**src/hdl/pwc_pkg.sv**
```systemverilog
package pwc_pkg;

  localparam int unsigned TickW  = 16;
  localparam int unsigned WidthW = 32;

  // operation codes
  localparam logic OP_OVERFLOW = 1'b0;
  localparam logic OP_CAPTURE  = 1'b1;

  // a pending overflow only belongs to stamps taken just after the wrap
  localparam logic [TickW-1:0] PENDING_LIMIT = 16'h7FFF;

  typedef struct packed {
    logic             operation;
    logic [TickW-1:0] capture_ticks;
    logic             overflow_pending;
  } in_t;

  typedef struct packed {
    logic [WidthW-1:0] pulse_width;
    logic              width_kind;
  } out_t;

endpackage

```
**src/hdl/pwc_core.sv**
```systemverilog
module pwc_core (
  input  logic          clk_i,
  input  logic          rst_ni,
  input  logic          in_valid_i,
  output logic          in_ready_o,
  input  pwc_pkg::in_t  in_data_i,
  input  logic          cfg_valid_i,
  input  logic          cfg_data_i,
  input  logic          buf_full_i,
  output logic          res_valid_o,
  output pwc_pkg::out_t res_data_o
);

  pwc_pkg::in_t                   in_q;
  logic                           in_valid_q, in_valid_d;
  logic [pwc_pkg::TickW-1:0]      ovf_cnt_q, ovf_cnt_d;
  logic [pwc_pkg::WidthW-1:0]     prev_q, prev_d;
  logic                           level_q, level_d;
  logic                           have_prev_q, have_prev_d;
  logic                           accept;
  logic                           fire;
  logic                           is_capture;
  logic                           bump;
  logic [pwc_pkg::TickW-1:0]      upper;
  logic [pwc_pkg::WidthW-1:0]     stamp;

  // the input register only holds when the result buffer is full
  assign in_ready_o = !in_valid_q || !buf_full_i;
  assign accept     = in_valid_i && in_ready_o;
  assign fire       = in_valid_q && !buf_full_i;
  assign is_capture = (in_q.operation == pwc_pkg::OP_CAPTURE);

  assign bump  = in_q.overflow_pending && (in_q.capture_ticks < pwc_pkg::PENDING_LIMIT);
  assign upper = ovf_cnt_q + {{(pwc_pkg::TickW-1){1'b0}}, bump};
  assign stamp = {upper, in_q.capture_ticks};

  assign res_valid_o            = fire && is_capture && have_prev_q;
  assign res_data_o.pulse_width = stamp - prev_q;
  assign res_data_o.width_kind  = level_q;

  always_comb begin
    in_valid_d  = in_valid_q;
    ovf_cnt_d   = ovf_cnt_q;
    prev_d      = prev_q;
    level_d     = level_q;
    have_prev_d = have_prev_q;
    if (fire) begin
      in_valid_d = 1'b0;
      if (is_capture) begin
        prev_d      = stamp;
        have_prev_d = 1'b1;
        level_d     = !level_q;
      end else begin
        ovf_cnt_d = ovf_cnt_q + {{(pwc_pkg::TickW-1){1'b0}}, 1'b1};
      end
    end
    if (accept) begin
      in_valid_d = 1'b1;
    end
    if (cfg_valid_i) begin
      level_d = cfg_data_i;
    end
  end

  always_ff @(posedge clk_i or negedge rst_ni) begin
    if (!rst_ni) begin
      in_valid_q  <= 1'b0;
      ovf_cnt_q   <= '0;
      prev_q      <= '0;
      level_q     <= 1'b0;
      have_prev_q <= 1'b0;
    end else begin
      in_valid_q  <= in_valid_d;
      ovf_cnt_q   <= ovf_cnt_d;
      prev_q      <= prev_d;
      level_q     <= level_d;
      have_prev_q <= have_prev_d;
    end
  end

  always_ff @(posedge clk_i) begin
    if (accept) begin
      in_q <= in_data_i;
    end
  end

endmodule

```
**src/hdl/pwc_out_buf.sv**
```systemverilog
module pwc_out_buf (
  input  logic          clk_i,
  input  logic          rst_ni,
  input  logic          push_i,
  input  pwc_pkg::out_t push_data_i,
  output logic          full_o,
  output logic          out_valid_o,
  input  logic          out_ready_i,
  output pwc_pkg::out_t out_data_o
);

  pwc_pkg::out_t main_q, main_d;
  pwc_pkg::out_t skid_q, skid_d;
  logic          main_v_q, main_v_d;
  logic          skid_v_q, skid_v_d;
  logic          pop;

  assign pop         = main_v_q && out_ready_i;
  assign full_o      = main_v_q && skid_v_q;
  assign out_valid_o = main_v_q;
  assign out_data_o  = main_q;

  // push never arrives while both entries hold a beat
  always_comb begin
    main_d   = main_q;
    skid_d   = skid_q;
    main_v_d = main_v_q;
    skid_v_d = skid_v_q;
    if (pop || !main_v_q) begin
      if (skid_v_q) begin
        main_d   = skid_q;
        main_v_d = 1'b1;
        skid_d   = push_data_i;
        skid_v_d = push_i;
      end else begin
        main_d   = push_data_i;
        main_v_d = push_i;
      end
    end else if (push_i) begin
      skid_d   = push_data_i;
      skid_v_d = 1'b1;
    end
  end

  always_ff @(posedge clk_i or negedge rst_ni) begin
    if (!rst_ni) begin
      main_v_q <= 1'b0;
      skid_v_q <= 1'b0;
    end else begin
      main_v_q <= main_v_d;
      skid_v_q <= skid_v_d;
    end
  end

  always_ff @(posedge clk_i) begin
    main_q <= main_d;
    skid_q <= skid_d;
  end

endmodule

```
**src/hdl/pulse_width_capture.sv**
```systemverilog
// channel | dir | handshake              | payload
// in      | in  | in_valid_i/in_ready_o  | pwc_pkg::in_t  (operation, stamp, pending flag)
// out     | out | out_valid_o/out_ready_i| pwc_pkg::out_t (pulse_width, width_kind)
// cfg     | in  | cfg_valid_i/cfg_ready_o| start_level bit, always ready
//
// One beat per cycle while the result buffer is not full; a capture result
// passes the input register and then the result buffer before it is on out.
// Stage: input register, then subtract/compare into a two-entry result buffer.
// in_ready_o drops only while the input register holds a beat and both buffer
// entries are full, so a stalled output still lets one more beat in.
// Reset clears the overflow count, previous stamp, level and first-edge flag.
module pulse_width_capture (
  input  logic          clk_i,
  input  logic          rst_ni,
  input  logic          in_valid_i,
  output logic          in_ready_o,
  input  pwc_pkg::in_t  in_data_i,
  output logic          out_valid_o,
  input  logic          out_ready_i,
  output pwc_pkg::out_t out_data_o,
  input  logic          cfg_valid_i,
  output logic          cfg_ready_o,
  input  logic          cfg_data_i
);

  logic          buf_full;
  logic          res_valid;
  pwc_pkg::out_t res_data;

  assign cfg_ready_o = 1'b1;

  pwc_core u_core (
    .clk_i       (clk_i),
    .rst_ni      (rst_ni),
    .in_valid_i  (in_valid_i),
    .in_ready_o  (in_ready_o),
    .in_data_i   (in_data_i),
    .cfg_valid_i (cfg_valid_i),
    .cfg_data_i  (cfg_data_i),
    .buf_full_i  (buf_full),
    .res_valid_o (res_valid),
    .res_data_o  (res_data)
  );

  pwc_out_buf u_out_buf (
    .clk_i       (clk_i),
    .rst_ni      (rst_ni),
    .push_i      (res_valid),
    .push_data_i (res_data),
    .full_o      (buf_full),
    .out_valid_o (out_valid_o),
    .out_ready_i (out_ready_i),
    .out_data_o  (out_data_o)
  );

endmodule

```
**config.mk**
```make
export PLATFORM = sky130hd
export DESIGN_NAME = pulse_width_capture
export DESIGN_NICKNAME = d
export VERILOG_FILES = /design/src/hdl/pwc_pkg.sv /design/src/hdl/pwc_core.sv /design/src/hdl/pwc_out_buf.sv /design/src/hdl/pulse_width_capture.sv
export SDC_FILE = /design/constraint.sdc
export NUM_CORES = 1
export LEC_CHECK = 0
export BUFFER_PORTS_ARGS = -buffer_cell sky130_fd_sc_hd__buf_4
export CAP_MARGIN = 5
export CORE_MARGIN = 8
export CORE_UTILIZATION = 50
export DETAILED_ROUTE_END_ITERATION = 7
export PLACE_DENSITY_LB_ADDON = 0.3
export RECOVER_POWER = 25
export SLEW_MARGIN = 5
export SYNTH_ARGS = -nofsm -noshare
export SYNTH_HDL_FRONTEND = slang
export SYNTH_SLANG_ARGS = --single-unit
```
**constraint.sdc**
```tcl
create_clock -name clk_i -period 4.03 [get_ports clk_i]
set_input_delay 1.0075 -clock clk_i [delete_from_list [all_inputs] [get_ports clk_i]]
set_output_delay 1.0075 -clock clk_i [all_outputs]
set_load 0.03 [all_outputs]
```
==> results.json <==
{
  "clock_power_share_pct": 26.2,
  "yosysWarnings": 0,
  "cts_buffers": 17,
  "synth_seq_cells": 137,
  "cts-root-buf": "clkbuf_16",
  "finalSetupViolations": 0,
  "postRouteAntennaNets": 0,
  "syn_inst": 696,
  "critPathCaptureType": "flop",
  "cpPeakStageDelay_ns": 0.46,
  "grtUsageMet2_pct": 27.19,
  "syn_to_final_growth_pct": 17.86,
  "relSlewSlack_pct": -99.18,
  "setup_tns_ns": 0,
  "grt_max_degree": 54,
  "grt.busiest_layer": "met2",
  "p_int_uw": 3955,
  "swShare_pct": 35.79,
  "nFillCells": 1220,
  "status": "finished, violations left",
  "period_share_pct": 95.40,
  "synth_top_cell_by_area": "edfxtp_1",
  "p_sw_uw": 2204,
  "cts.path.max_buffers": 2,
  "hold_buffers": 0,
  "yosysSeqAreaShare_pct": 52.48,
  "crit_slowest_cell": "or3b_4",
  "combPwrFrac_pct": 39.8,
  "ios": 60,
  "max_freq_mhz": 260.1,
  "wl_per_cell_um": 17.43,
  "slew_violations": 54,
  "ir_worst_vdd_uv": 364.1,
  "tightest_slew_ns": 2.988,
  "grt_use_met3_pct": 3.744,
  "setup.worst_path.end": "u_out_buf.out_data_o[31]",
  "synth_flop_cell": "edfxtp_1",
  "grt_overflow": 0,
  "use_met1_pct": 27.10,
  "synth_top_area_share_pct": 34.40,
  "htreeDepth": 4,
  "whs_ns": 0.4874,
  "cp.arrival_ns": 4.00,
  "ys_types": 63,
  "async_reset_ff_share_pct": 38.69,
  "gp_congestion": 0.8989,
  "violations": "max-capacitance violations, max-slew violations",
  "clk_pin_slew_ns": 0.06,
  "n_antenna_cell": 0,
  "start_util_pct": 50.84,
  "critPathLaunch": "u_core.in_q[8]",
  "dr.first_iter.drc_count": 342,
  "num_vias": 5243,
  "antenna_found_initial": 0,
  "rsz0062_at_grt": "no",
  "path_common_cell": "ha_2",
  "synth-edff-count": 84,
  "syn_avg_cell_area_um2": 10.54,
  "p_per_area_nw_per_um2": 712.6,
  "path_class": "reg2reg",
  "final_common_cell": "nand2_1",
  "grt_first_pass_wirelength_um": 27370,
  "drive_gt1_share_pct": 18.70,
  "min_period_ns": 3.845,
  "p_leak_uw": 0.003636,
  "via_per_inst": 5.496,
  "grt_use_total_pct": 18.72,
  "cp_max_fo": 8,
  "layout_common_cells": "nand2_1 (102), edfxtp_1 (84), dfrtp_1 (53)",
  "cp-start-kind": "flop",
  "reg2reg_from": "u_core.in_q[8]",
  "dieArea_um2": 18800,
  "die_w_um": 137.1,
  "hp-class": "reg2reg",
  "path_cells": "nand4_1 -> nor4_1 -> nor3b_1 -> ha_2 -> nand3_2 -> or3b_4 -> nor2_1 -> nand2_1 -> xnor2_2 -> ha_2 -> a21o_1 -> nor3_1 -> a21oi_2 -> or3_1 -> a21oi_1 -> o211ai_1",
  "netlist_area_um2": 7333,
  "reg2reg_to": "u_out_buf.out_data_o[31]",
  "die_h_um": 137.1,
  "io_buffer_count": 58,
  "first_global_vias": 5293,
  "rrSetupSlack_ns": 0.19,
  "synth_area_leaders": "edfxtp_1 (34%), dfrtp_1 (18%), ha_1 (5.8%)",
  "cts_tree": "yes",
  "core-area_um2": 14420,
  "nets": 816,
  "hp-start": "u_core.level_q",
  "synth_nets": 755,
  "drt_wl_total_um": 16630,
  "route.detailed.drc": 0,
  "insertion_delay_ns": 0.41,
  "cp.required_ns": 4.18,
  "hpwl_um": 12290,
  "cts_setup_buffers": 0,
  "clock_sinks": 137,
  "p_seq_share_pct": 34.0,
  "rows": 44,
  "firstDrtPassIters": 5,
  "drv_cap": 1,
  "finClkSkew_ns": 0.005599,
  "reg2reg_depth": 16,
  "finalHoldViolCount": 0
}
worst min-delay path by stage:
stage                                      to  slack, ns  depth (start not counted)
after floorplan              u_core.prev_q[0]       0.46                          2
after global placement    u_out_buf.skid_q[0]       0.48                          0
after detailed placement   u_core.have_prev_q       0.48                          1
after CTS                 u_out_buf.skid_q[0]       0.49                          0
after global routing      u_out_buf.skid_q[0]       0.51                          0
final                     u_out_buf.skid_q[0]       0.49                          0
flip-flops by register name, summed over array words and instances (netlist names):
name and flops:
u_out_buf.out_valid_o 1, u_out_buf.skid_v_q 1, u_core.in_valid_q 1, u_core.ovf_cnt_q 16
u_core.prev_q 32, u_core.have_prev_q 1, u_out_buf.out_data_o 33, u_core.in_q 17
u_out_buf.skid_q 33, u_core.is_capture 1, u_core.level_q 1
cells in the mapped netlist (all sizes together) (2+ instances only):
cell,number
a211oi,3
or3,4
mux2i,3
o211a,3
nand2,102
a311oi,2
nor4b,2
nand2b,6
o21bai,5
o21ai,53
and3,4
edfxtp,84
a31oi,2
clkbuf,24
nor2b,5
ha,34
o31ai,5
a21oi,41
o211ai,5
nand3,23
or2,2
nor2,44
a21o,10
a21boi,3
o21a,7
and2,8
inv,40
nor3,9
buf,4
xor2,26
mux2,18
and4,2
dfrtp,53
xnor2,34
nand4,10
cell type report:
class / count / area, µm² / share of cell area [%]
flip-flops and latches: 137 / 3849 / 44.53
inverters: 41 / 153.9 / 1.781
well taps: 184 / 230.2 / 2.664
clock inverters: 12 / 172.7 / 1.998
repair buffers: 70 / 521.8 / 6.036
clock buffers: 20 / 436.7 / 5.052
multi-input cells: 490 / 3279 / 37.94
routing by layer:
layer	wire, µm	up-vias
met5	0	-
met4	310	0
met3	968	23
met2	7107	146
met1	8241	2493
li1	-	2581
power by group through the flow:
stage | clock [µW] | combinational [µW] | sequential [µW]
2_1_floorplan | 0 | 1380 | 2390
3_3_place_gp | 0 | 2380 | 2110
3_5_place_dp | 0 | 2410 | 2130
4_1_cts | 1640 | 2440 | 2100
5_1_grt | 1700 | 2680 | 2140
6_report | 1610 | 2450 | 2100
kinds of logic (layout without fill, tap and decap cells):
| kind of cell | count (synthesis) | count (layout) | share of synthesized area, % |
|---|---|---|---|
| adder cells (fa/ha/maj) | 35 | 35 | 6.074 |
| AO/OA/AOI/OAI | 149 | 149 | 13.09 |
| other | 1 | 1 | 0.05114 |
| multiplexers | 21 | 21 | 3.173 |
| buffers and inverters | 69 | 143 | 3.617 |
| XOR/XNOR | 60 | 60 | 7.422 |
| AND/OR/NAND/NOR | 224 | 224 | 14.09 |
| flip-flops | 137 | 137 | 52.48 |
repair_timing:
item	CTS	global route
endpoints found under the setup margin	0	7
hold endpoints to repair	0	0
gates resized for setup	0	14
stage by stage:
stage	setup WS (ns)	util (%)	cell area (µm²)	total power, µW	instances
detailed placement	0.1359	55.33	7981	4539	922
floorplan	0.1329	-	7333	3775	696
global route	0.003808	59.92	8643	6508	954
global placement	0.2284	55.33	7981	4489	922
CTS	0.09921	59.56	8591	6176	954
finish	0.1854	59.92	8643	6159	954
critical path, delay by kind of cell, from the launching register on:
family | cells | cell delay (ns)
AO/OA/AOI/OAI | 4 | 0.57
XOR/XNOR | 1 | 0.21
adder cells (fa/ha/maj) | 2 | 0.62
flip-flops | 1 | 0.45
AND/OR/NAND/NOR | 9 | 1.75
(Power assumes the default switching activity.)
